<file path="src/hw/rtl/fpfp_pkg.sv">
// Shared types and constants of the float pixel format packer.
package fpfp_pkg;

    localparam int LANES           = 4;
    localparam int MAX_WIDTH       = 4096;
    localparam int ROW_ALIGN_BYTES = 256;

    typedef enum logic [1:0] {
        FMT_UNORM8  = 2'd0,
        FMT_UNORM16 = 2'd1,
        FMT_HALF    = 2'd2,
        FMT_RAW     = 2'd3
    } fmt_t;

    typedef enum logic [1:0] {
        CFG_ROW_WIDTH     = 2'd0,
        CFG_CHANNEL_COUNT = 2'd1,
        CFG_OUT_FORMAT    = 2'd2,
        CFG_NONE          = 2'd3
    } cfg_idx_t;

    localparam logic KIND_VALUE   = 1'b0;
    localparam logic KIND_PADDING = 1'b1;

    // Per-pixel control that travels beside the lane data.
    typedef struct packed {
        fmt_t       fmt;
        logic [2:0] cc;      // channels to emit, 1..4
        logic [7:0] pad;     // padding bytes
        logic       pad_en;  // pixel closes a row that needs padding
    } pix_meta_t;

    function automatic logic [7:0] bytes_per_chan(input fmt_t fmt);
        logic [7:0] b;
        unique case (fmt)
            FMT_UNORM8:  b = 8'd1;
            FMT_UNORM16: b = 8'd2;
            FMT_HALF:    b = 8'd2;
            FMT_RAW:     b = 8'd4;
            default:     b = 8'd1;
        endcase
        return b;
    endfunction

endpackage

</file>
<file path="src/hw/rtl/float_pixel_format_packer.sv">
// Top level of the float pixel format packer: input stage, row tracking, lanes and merge.
//
// Usage:
//   Slave stream (s_*) takes one pixel per beat: four binary32 channels in tdata.
//   Master stream (m_*) gives one result per beat: a converted channel value
//   (tuser 0) or a row padding run (tuser 1); tlast marks the final beat of a pixel.
//   The config channel (cfg_*) writes row_width, channel_count and out_format;
//   it is always ready and should be used only while the block is idle.
// Path: a pixel passes the input register, three lane stages, the merge hold register and
//   the output register before m_tvalid rises for its first beat.
// Flow: the single result port of the merge stage issues a pixel's channel beats, then
//   a padding beat if the pixel closes a row needing padding; the next pixel enters as the
//   last beat issues. The four lanes convert all channels of a pixel together.
// Reset: clears all valid flags and the column count; registers return to row_width 1,
//   channel_count 4, unorm8.
// Stall: when m_tready is low the output beat holds and the merge stage holds its pixel;
//   while one is held the lane pipeline freezes and s_tready falls; nothing is lost or repeated.
module float_pixel_format_packer
    import fpfp_pkg::*;
(
    input  logic         clk,
    input  logic         rst_n,
    input  logic         s_tvalid,
    output logic         s_tready,
    input  logic [127:0] s_tdata,   // chan_r[31:0], chan_g[63:32], chan_b[95:64], chan_a[127:96]
    output logic         m_tvalid,
    input  logic         m_tready,
    output logic [39:0]  m_tdata,   // out_value[31:0], byte_len[39:32]
    output logic         m_tuser,   // item_kind
    output logic         m_tlast,   // last_of_pixel
    input  logic         cfg_valid,
    output logic         cfg_ready,
    input  logic [1:0]   cfg_index,
    input  logic [12:0]  cfg_data
);

    logic [12:0] row_width_reg;
    logic [2:0]  chan_count_reg;
    fmt_t        fmt_reg;
    logic [11:0] col_reg, col_next;

    logic        s1_valid_reg, s2_valid_reg, s3_valid_reg;
    pix_meta_t   s1_meta_reg, s2_meta_reg, s3_meta_reg;
    pix_meta_t   meta_next;
    logic [31:0] chan_reg [LANES];
    logic [31:0] lane_value [LANES];

    logic        adv;
    logic        accept;
    logic [12:0] width;
    logic [2:0]  cc;
    logic [1:0]  bsh;
    logic [16:0] row_bytes;
    logic        row_end;

    assign cfg_ready = 1'b1;
    assign s_tready  = adv;
    assign accept    = s_tvalid && adv;

    always_comb
    begin
        if (row_width_reg == 13'd0)
            width = 13'd1;
        else if (row_width_reg > 13'(MAX_WIDTH))
            width = 13'(MAX_WIDTH);
        else
            width = row_width_reg;

        if (chan_count_reg == 3'd0)
            cc = 3'd1;
        else if (chan_count_reg > 3'(LANES))
            cc = 3'(LANES);
        else
            cc = chan_count_reg;

        unique case (fmt_reg)
            FMT_UNORM8:  bsh = 2'd0;
            FMT_UNORM16: bsh = 2'd1;
            FMT_HALF:    bsh = 2'd1;
            FMT_RAW:     bsh = 2'd2;
            default:     bsh = 2'd0;
        endcase

        row_end   = ({1'b0, col_reg} + 13'd1) >= width;
        row_bytes = 17'((17'(width) << bsh) * 17'(cc));
        col_next  = row_end ? 12'd0 : col_reg + 12'd1;

        meta_next.fmt    = fmt_reg;
        meta_next.cc     = cc;
        meta_next.pad_en = row_end && (row_bytes < 17'(ROW_ALIGN_BYTES));
        meta_next.pad    = 8'(9'(ROW_ALIGN_BYTES) - row_bytes[8:0]);
    end

    always_ff @(posedge clk or negedge rst_n)
    begin
        if (!rst_n)
        begin
            row_width_reg  <= 13'd1;
            chan_count_reg <= 3'd4;
            fmt_reg        <= FMT_UNORM8;
            col_reg        <= 12'd0;
            s1_valid_reg   <= 1'b0;
            s2_valid_reg   <= 1'b0;
            s3_valid_reg   <= 1'b0;
        end
        else
        begin
            if (cfg_valid)
            begin
                unique case (cfg_idx_t'(cfg_index))
                    CFG_ROW_WIDTH:     row_width_reg  <= cfg_data;
                    CFG_CHANNEL_COUNT: chan_count_reg <= cfg_data[2:0];
                    CFG_OUT_FORMAT:    fmt_reg        <= fmt_t'(cfg_data[1:0]);
                    CFG_NONE:          ;
                    default:           ;
                endcase
            end
            if (accept)
                col_reg <= col_next;
            if (adv)
            begin
                s1_valid_reg <= s_tvalid;
                s2_valid_reg <= s1_valid_reg;
                s3_valid_reg <= s2_valid_reg;
            end
        end
    end

    always_ff @(posedge clk)
    begin
        if (adv)
        begin
            s1_meta_reg <= meta_next;
            s2_meta_reg <= s1_meta_reg;
            s3_meta_reg <= s2_meta_reg;
            for (int i = 0; i < LANES; i++)
                chan_reg[i] <= s_tdata[32*i +: 32];
        end
    end

    for (genvar g = 0; g < LANES; g++)
    begin : g_lane
        fpfp_lane u_lane (
            .clk   (clk),
            .en    (adv),
            .bits  (chan_reg[g]),
            .fmt   (s1_meta_reg.fmt),
            .value (lane_value[g])
        );
    end

    fpfp_merge u_merge (
        .clk        (clk),
        .rst_n      (rst_n),
        .in_valid   (s3_valid_reg),
        .in_meta    (s3_meta_reg),
        .lane_value (lane_value),
        .adv        (adv),
        .m_tvalid   (m_tvalid),
        .m_tready   (m_tready),
        .m_tdata    (m_tdata),
        .m_tuser    (m_tuser),
        .m_tlast    (m_tlast)
    );

endmodule

</file>
<file path="src/hw/rtl/fpfp_lane.sv">
// One conversion lane: binary32 channel to unorm8, unorm16, half or raw, three stages.
module fpfp_lane
    import fpfp_pkg::*;
(
    input  logic        clk,
    input  logic        en,
    input  logic [31:0] bits,
    input  fmt_t        fmt,
    output logic [31:0] value
);

    // stage A: product
    logic [39:0] prod_reg,  prod_next;
    logic [5:0]  sh_a_reg,  sh_a_next;
    logic        zero_a_reg, zero_a_next;
    logic        sat_a_reg,  sat_a_next;
    logic [31:0] bits_a_reg;
    fmt_t        fmt_a_reg;
    // stage B: rounded product
    logic [40:0] rnd_reg,   rnd_next;
    logic [5:0]  sh_b_reg;
    logic        zero_b_reg;
    logic        sat_b_reg;
    logic [31:0] bits_b_reg;
    fmt_t        fmt_b_reg;
    // stage C: result
    logic [31:0] value_reg, value_next;

    logic [7:0]  expo;
    logic [22:0] mant;
    logic        sgn;
    logic [15:0] k_a;
    logic [7:0]  sh_full;

    always_comb
    begin
        sgn  = bits[31];
        expo = bits[30:23];
        mant = bits[22:0];
        k_a  = (fmt == FMT_UNORM16) ? 16'hffff : 16'h00ff;
        prod_next = 40'({1'b1, mant}) * 40'(k_a);
        sh_full   = 8'd150 - expo;
        sh_a_next = sh_full[5:0];
        // zero: negative, NaN, subnormal or zero, or shifted out entirely
        zero_a_next = sgn || (expo == 8'hff && mant != 23'd0) || (expo == 8'd0)
                      || (expo <= 8'd90);
        sat_a_next  = (expo >= 8'd150);
    end

    always_ff @(posedge clk)
    begin
        if (en)
        begin
            prod_reg   <= prod_next;
            sh_a_reg   <= sh_a_next;
            zero_a_reg <= zero_a_next;
            sat_a_reg  <= sat_a_next;
            bits_a_reg <= bits;
            fmt_a_reg  <= fmt;
        end
    end

    logic        big16;
    logic        top;
    logic [4:0]  rs;
    logic [40:0] unit, mask, rem, half, base;
    logic        up;

    always_comb
    begin
        big16 = (fmt_a_reg == FMT_UNORM16);
        top   = big16 ? prod_reg[39] : prod_reg[31];
        // round to 24 significant bits: drop n or n-1 low bits
        if (big16)
            rs = top ? 5'd16 : 5'd15;
        else
            rs = top ? 5'd8 : 5'd7;
        unit = 41'd1 << rs;
        mask = unit - 41'd1;
        rem  = {1'b0, prod_reg} & mask;
        half = unit >> 1;
        base = {1'b0, prod_reg} & ~mask;
        up   = (rem > half) || (rem == half && (base & unit) != 41'd0);
        rnd_next = base + (up ? unit : 41'd0);
    end

    always_ff @(posedge clk)
    begin
        if (en)
        begin
            rnd_reg    <= rnd_next;
            sh_b_reg   <= sh_a_reg;
            zero_b_reg <= zero_a_reg;
            sat_b_reg  <= sat_a_reg;
            bits_b_reg <= bits_a_reg;
            fmt_b_reg  <= fmt_a_reg;
        end
    end

    logic [40:0] shifted;
    logic [15:0] k_b;
    logic [15:0] unorm;
    logic [7:0]  hexp;
    logic [4:0]  e5;
    logic [15:0] half_val;

    always_comb
    begin
        k_b     = (fmt_b_reg == FMT_UNORM16) ? 16'hffff : 16'h00ff;
        shifted = rnd_reg >> sh_b_reg;
        if (zero_b_reg)
            unorm = 16'd0;
        else if (sat_b_reg || shifted > 41'(k_b))
            unorm = k_b;
        else
            unorm = shifted[15:0];
        hexp     = bits_b_reg[30:23];
        e5       = (hexp > 8'h70) ? hexp[4:0] - 5'h10 : 5'd0;
        half_val = {bits_b_reg[31], e5, bits_b_reg[22:13]};
        unique case (fmt_b_reg)
            FMT_UNORM8:  value_next = {16'd0, unorm};
            FMT_UNORM16: value_next = {16'd0, unorm};
            FMT_HALF:    value_next = {16'd0, half_val};
            FMT_RAW:     value_next = bits_b_reg;
            default:     value_next = bits_b_reg;
        endcase
    end

    always_ff @(posedge clk)
    begin
        if (en)
            value_reg <= value_next;
    end

    assign value = value_reg;

endmodule

</file>
<file path="src/hw/rtl/fpfp_merge.sv">
// Merge stage: holds one converted pixel and issues its result beats in order.
module fpfp_merge
    import fpfp_pkg::*;
(
    input  logic             clk,
    input  logic             rst_n,
    input  logic             in_valid,
    input  pix_meta_t        in_meta,
    input  logic [31:0]      lane_value [LANES],
    output logic             adv,
    output logic             m_tvalid,
    input  logic             m_tready,
    output logic [39:0]      m_tdata,
    output logic             m_tuser,
    output logic             m_tlast
);

    logic       hold_valid_reg, hold_valid_next;
    pix_meta_t  meta_reg;
    logic [2:0] idx_reg, idx_next;
    logic       out_valid_reg, out_valid_next;
    logic [39:0] data_reg;
    logic       kind_reg;
    logic       last_reg;

    logic       out_load;
    logic       emit;
    logic [2:0] n_items;
    logic       is_last;
    logic       release_px;
    logic       beat_kind;
    logic [31:0] beat_value;
    logic [7:0] beat_len;

    always_comb
    begin
        out_load   = !out_valid_reg || m_tready;
        emit       = hold_valid_reg && out_load;
        n_items    = meta_reg.cc + {2'd0, meta_reg.pad_en};
        is_last    = (idx_reg == n_items - 3'd1);
        release_px = emit && is_last;
        adv        = !hold_valid_reg || release_px;

        if (idx_reg < meta_reg.cc)
        begin
            beat_kind  = KIND_VALUE;
            beat_value = lane_value[idx_reg[1:0]];
            beat_len   = bytes_per_chan(meta_reg.fmt);
        end
        else
        begin
            beat_kind  = KIND_PADDING;
            beat_value = 32'd0;
            beat_len   = meta_reg.pad;
        end

        if (adv)
        begin
            hold_valid_next = in_valid;
            idx_next        = 3'd0;
        end
        else
        begin
            hold_valid_next = hold_valid_reg;
            idx_next        = emit ? idx_reg + 3'd1 : idx_reg;
        end
        out_valid_next = out_load ? emit : out_valid_reg;
    end

    always_ff @(posedge clk or negedge rst_n)
    begin
        if (!rst_n)
        begin
            hold_valid_reg <= 1'b0;
            idx_reg        <= 3'd0;
            out_valid_reg  <= 1'b0;
        end
        else
        begin
            hold_valid_reg <= hold_valid_next;
            idx_reg        <= idx_next;
            out_valid_reg  <= out_valid_next;
        end
    end

    always_ff @(posedge clk)
    begin
        if (adv)
            meta_reg <= in_meta;
        if (emit)
        begin
            data_reg <= {beat_len, beat_value};
            kind_reg <= beat_kind;
            last_reg <= is_last;
        end
    end

    assign m_tvalid = out_valid_reg;
    assign m_tdata  = data_reg;
    assign m_tuser  = kind_reg;
    assign m_tlast  = last_reg;

endmodule
</file>
<file path="config.mk">
export PLATFORM = sky130hd
export DESIGN_NAME = float_pixel_format_packer
export DESIGN_NICKNAME = d
export VERILOG_FILES = /design/src/hw/rtl/fpfp_pkg.sv /design/src/hw/rtl/float_pixel_format_packer.sv /design/src/hw/rtl/fpfp_lane.sv /design/src/hw/rtl/fpfp_merge.sv
export SDC_FILE = /design/constraint.sdc
export NUM_CORES = 2
export LEC_CHECK = 0
export ABC_AREA = 1
export ABC_CLOCK_PERIOD_IN_PS = 33500
export BUFFER_PORTS_ARGS = -buffer_cell sky130_fd_sc_hd__buf_2
export CORE_MARGIN = 1.5
export CORE_UTILIZATION = 35
export DETAILED_ROUTE_END_ITERATION = 7
export SLEW_MARGIN = 20
export SYNTH_ARGS = -nofsm -noshare
export SYNTH_HDL_FRONTEND = slang
export SYNTH_SLANG_ARGS = --single-unit
</file>
<file path="constraint.sdc">
create_clock -name clk -period 33.5 [get_ports clk]
set_clock_uncertainty 0.15 [all_clocks]
set_input_delay 3.35 -clock clk [delete_from_list [all_inputs] [get_ports clk]]
set_output_delay 3.35 -clock clk [all_outputs]
set_load 0.05 [all_outputs]
</file>
---- Yosys cells after proc, flatten, opt, wreduce, memory -nomap -nowiden ----
Memory sizes are Yosys's and may differ from the RTL's.
Cells that the tools add are included.
word-level totals
  register bits after elaboration ......... 908
  bits in writable memories ............... 128
  input bits .............................. 148
  output and inout bits ................... 45
  word-level logic and storage cells ...... 291
  memories ................................ 1
memories
  memory    depth  width  read ports  clocked after Yosys merged registers in  write ports  RTL line                         source
  chan_reg  4      32     4           0                                        4            float_pixel_format_packer.sv:45  logic [31:0] chan_reg [LANES];
operators by class
  add/sub/neg operators ................... 22
  multipliers ............................. 5
  magnitude comparators ................... 26
  eq/ne operators ......................... 22
  shift operators ......................... 9
  mux-type cells .......................... 54
  bitwise operators ....................... 17
  reduce and logical (&&, ||, !) cells .... 61
operators by type and width
  cell                                                            number
  case mux 32 bit (3 select lines)                                4
  AND 40 x 41 -> 41 bit                                           8
  adder 41 bit                                                    4
  AND 41 bit                                                      4
  equality test 41 x 40 -> 1 bit                                  4
  greater-than comparator 41 x 16 -> 1 bit                        4
  greater-than comparator 41 x 40 -> 1 bit                        4
  two-way mux 41 bit                                              4
  NOT 41 bit                                                      4
  nonzero test 41 bit                                             4
  left shift 1 x 5 -> 41 bit, first input constant                4
  right shift 41 x 6 -> 41 bit                                    4
  subtractor 41 x 1 -> 41 bit, second input constant              4
  multiplier 24 x 16 -> 40 bit                                    4
  two-way mux 16 bit                                              10
  nonzero test 23 bit                                             4
  binary-select mux 32 bit (select 2 bit)                         1
  two-way mux 32 bit                                              2
  two-way mux 5 bit                                               12
  equality test 8 bit, second input constant                      4
  greater-or-equal comparator 8 bit, second input constant        4
  greater-than comparator 8 x 7 -> 1 bit, second input constant   4
  less-or-equal comparator 8 x 7 -> 1 bit, second input constant  4
  logical NOT 8 bit                                               4
  other kinds (37)                                                107

---- Logic depth before layout (Yosys ltp) ----
  word-level depth ........................ 14
  mapped depth ............................ 37
  mapped depth without buffers ............ 36

---- Cells and area by module ----
From an unflattened synthesis, not the netlist that was laid out.
unflattened totals
  cells, all modules ...................... 9731
  area total of the unflattened synthesis .. 92019.5 µm²
by module, submodules not included
  module                         times used  cells an instance  area each (µm²)  sequential area each (µm²)
  fpfp_lane at g_lane[3].u_lane  1           2179               19981.7          5825.6
  fpfp_lane at g_lane[2].u_lane  1           2115               19911.6          5825.6
  fpfp_lane at g_lane[0].u_lane  1           2168               19901.6          5825.6
  fpfp_lane at g_lane[1].u_lane  1           2127               19831.5          5825.6
  float_pixel_format_packer      1           755                9123.8           5933.2
  fpfp_merge                     1           387                3269.4           1806.7

---- Least setup slack after synthesis ----
No wires, ideal clock.
  kind .................................... input-to-output
  start point ............................. input m_tready
  end point ............................... output s_tready
  data arrival time ....................... 22.131 ns
  data required time ...................... 30.000 ns
  setup slack ............................. 7.869 ns
  cell stages on the path ................. 4
  path buffers ............................ 0
  path through ............................ nor2_1 nand2_1 o21ai_1 inv_1
between the ends
  word-level cells in the longest chain between the ends .. 4
RTL lines
  element             RTL line                         source
  start: declaration  float_pixel_format_packer.sv:27  input logic m_tready,
  logical OR 1 bit    fpfp_merge.sv:37                 out_load = !out_valid_reg || m_tready;
  logical AND 1 bit   fpfp_merge.sv:38                 emit = hold_valid_reg && out_load;
  logical AND 1 bit   fpfp_merge.sv:41                 release_px = emit && is_last;
  logical OR 1 bit    fpfp_merge.sv:42                 adv = !hold_valid_reg || release_px;
  end: declaration    float_pixel_format_packer.sv:24  output logic s_tready,
No other way between the ends.

---- Worst setup path after layout ----
Same ends and word-level chain as after synthesis.

==> impl_metrics.py <==
metrics = {
    "global_route": {
        "antenna_found_initial": 16,
        "grt_max_degree": 169,
        "grt_pass1_wl_um": 386000,
        "track_usage_pct": 19.0,
        "first_global_vias": 66396,
        "overflow": 0,
    },
    "placed_design": {
        "dp_hpwl_um": 204000,
        "port_buffers": 191,
        "place_congestion": 0.950,
    },
    "detailed_routing": {
        "drc": 0,
        "viasPerCell": 4.94,
        "drtPass1Iterations": 8,
        "ant_nets": 0,
        "vias": 65966,
        "avgRoutedWirePerCell_um": 18.7,
        "first_iter_violations": 5494,
        "wirelength_um": 250000,
    },
    "cts": {
        "ctsRootBufferMaster": "clkbuf_16",
        "cts_inserted_buffers": 115,
        "clk_latency_ns": 0.80,
        "cts_tree": "yes",
        "clk_pin_slew_worst_paths_ns": 0.07,
        "htreeDepth": 3,
        "clock_path_buffers": 3,
        "cts_resized": 0,
        "cts_sinks": 1024,
        "postCtsHoldBufs": 0,
        "post_cts_buffers": 0,
    },
    "run_status": {
        "status": "finished, final reports clean",
    },
    "yosys": {
        "synthFlopType": "edfxtp_1",
        "ys_types": 78,
        "ys_async_sr_fraction_pct": 3.71,
        "synthTopCellsByArea": "edfxtp_1, fa_1, ha_1, inv_1, nand2_1",
        "syn_area_um2": 90700,
        "yosys_warnings": 0,
        "ys_ff_latch": 1024,
        "syn_avg_cell_area_um2": 9.34,
        "synth_top_area_share_pct": 32.7,
        "synth_edf_count": 986,
        "netlist_instances": 9704,
        "yosysTopAreaCell": "edfxtp_1",
        "ys_seq_area_share_pct": 33.7,
    },
    "worst_hold_path": {
        "hold_depth": 0,
        "hp-class": "reg -> reg",
    },
    "floorplan": {
        "die_h_um": 512,
        "start_util_pct": 35.3,
        "die_area_um2": 262000,
        "die_x_um": 512,
        "fp.coreArea_um2": 257000,
        "rows": 186,
        "ios": 193,
    },
    "timing": {
        "fin_crit_sh_pct": 26.1,
        "relSlewSlack_pct": 27.8,
        "hold_viol_final": 0,
        "clock.fmax_ghz": 0.114,
        "worstMarginPinSlew_ns": 1.08,
        "drv_slew": 0,
        "setup_viol": 0,
        "fin_setup_tns_ns": 0,
        "period_minus_slack_ns": 8.75,
        "rsz0062_at_grt": "false",
    },
    "setup_path": {
        "ff2ff_path_depth": 30,
        "start_kind": "input port",
        "worstPathMaxFanout": 87,
        "critPathRequiredTime_ns": 30.00,
        "worstPathArrival_ns": 5.25,
        "end_kind": "primary output",
        "critical_path_class": "in -> out",
    },
    "final_layout": {
        "fin_nets": 11664,
        "drive_gt1_share_pct": 5.88,
        "largest_reg_flops": 164,
        "final_util_pct": 38.7,
        "nFillCells": 25366,
        "syn_to_final_growth_pct": 9.80,
    },
    "job": {
        "maxCapViolCount": 0,
    },
}
-- placed cells by master, fill, tap and decap left out, types with 55 or more instances in the layout --
cell type and count:
edfxtp_1 986, ha_1 658, fa_1 989, xor2_1 197
o21ai_0 337, a21oi_1 336, clkbuf_16 116, nand2_1 1508
nand3_1 984, buf_2 191, conb_1 65, nand4_1 78
xnor2_1 91, nor3_1 69, buf_4 55, nor2_1 785
inv_1 1909
-- worst max-delay path, stage by stage --
cell,delay [ns]
buf_2,0.11
nor2_1,0.30
nand2_1,0.22
o21ai_1,0.40
inv_8,0.37
buf_2,0.39
-- layout make-up --
class	instances	area, µm²	area share, %
Multi-Input combinational cell	6540	51900	52.1
Sequential cell	1024	30600	30.7
Inverter	1940	7300	7.34
Tap cell	3384	4230	4.25
Clock buffer	130	2990	3.00
Timing Repair Buffer	248	1410	1.42
Clock inverter	89	1190	1.19
Antenna cell	4	10.0	0.0101
-- per-stage QoR --
step / hold slack, ns / setup WS [ns] / instance area [µm²] / cells
CTS: 0.220 / 24.78 / 99500 / 13355
floorplan: 0.250 / 7.87 / 90900 / 9767
finish: 0.220 / 24.75 / 99500 / 13359
global placement: 0.251 / 24.84 / 95300 / 13136
detailed placement: 0.255 / 24.78 / 95300 / 13136
global route: 0.237 / 24.62 / 99500 / 13356
-- cells by family (layout without fill, tap and decap cells) --
family                     count (synthesis)  count (layout)  synth area share [%]
and+or+nand+nor                         3595            3595                  17.2
DFF                                     1024            1024                  33.7
AOI/OAI and AO/OA                        941             941                  5.95
xor gates and xnor gates                 288             288                  2.78
buffers and inverters                   2203            2407                  9.41
other                                      2              69               0.00828
muxes                                      4               4                0.0497
adders and majority gates               1647            1647                  30.9
-- layer usage --
metal  track usage (%)  vias up  routed length (µm)
met5                 0        -                  33
met4              6.22        4                8640
met3              2.72      310               15100
met2              29.2     1876              110000
met1              27.4    32215              116000
li1                  -    31561                   -
-- cells in the mapped netlist, types with 20 or more instances --
cell type	n
o22ai_1	26
a32oi_1	20
nor2_1	788
dfrtp_1	36
nand3_1	984
o21ai_1	28
inv_1	1912
clkbuf_1	126
or2_2	41
o211ai_1	33
xnor2_1	91
a31oi_1	30
nand4_1	78
xor2_1	197
o21ai_0	337
nor3_1	70
buf_1	35
nor4_1	35
a21oi_1	337
fa_1	989
nand2_1	1509
edfxtp_1	986
buf_2	69
ha_1	658
buf_4	21
o21a_1	20
-- worst paths after layout --
path	from	slack (ns)	to
max	m_tready	24.75	s_tready
min	s3_meta_reg[11]$_DFFE_PN_	0.22	u_merge.meta_reg[11]$_DFFE_PN_
max reg2reg	s1_meta_reg[12]$_DFFE_PN_	25.34	g_lane[0].u_lane.prod_reg[33]$_DFFE_PN_
min reg2reg	s3_meta_reg[11]$_DFFE_PN_	0.22	u_merge.meta_reg[11]$_DFFE_PN_
max in group asynchronous	rst_n	30.03	u_merge.idx_reg[0]$_DFFE_PN0P_
min in group asynchronous	rst_n	2.55	row_width_reg[2]$_DFFE_PN0P_
Power is not shown: default switching activity piles up to over one toggle a cycle in this logic, so the estimate is an artifact.
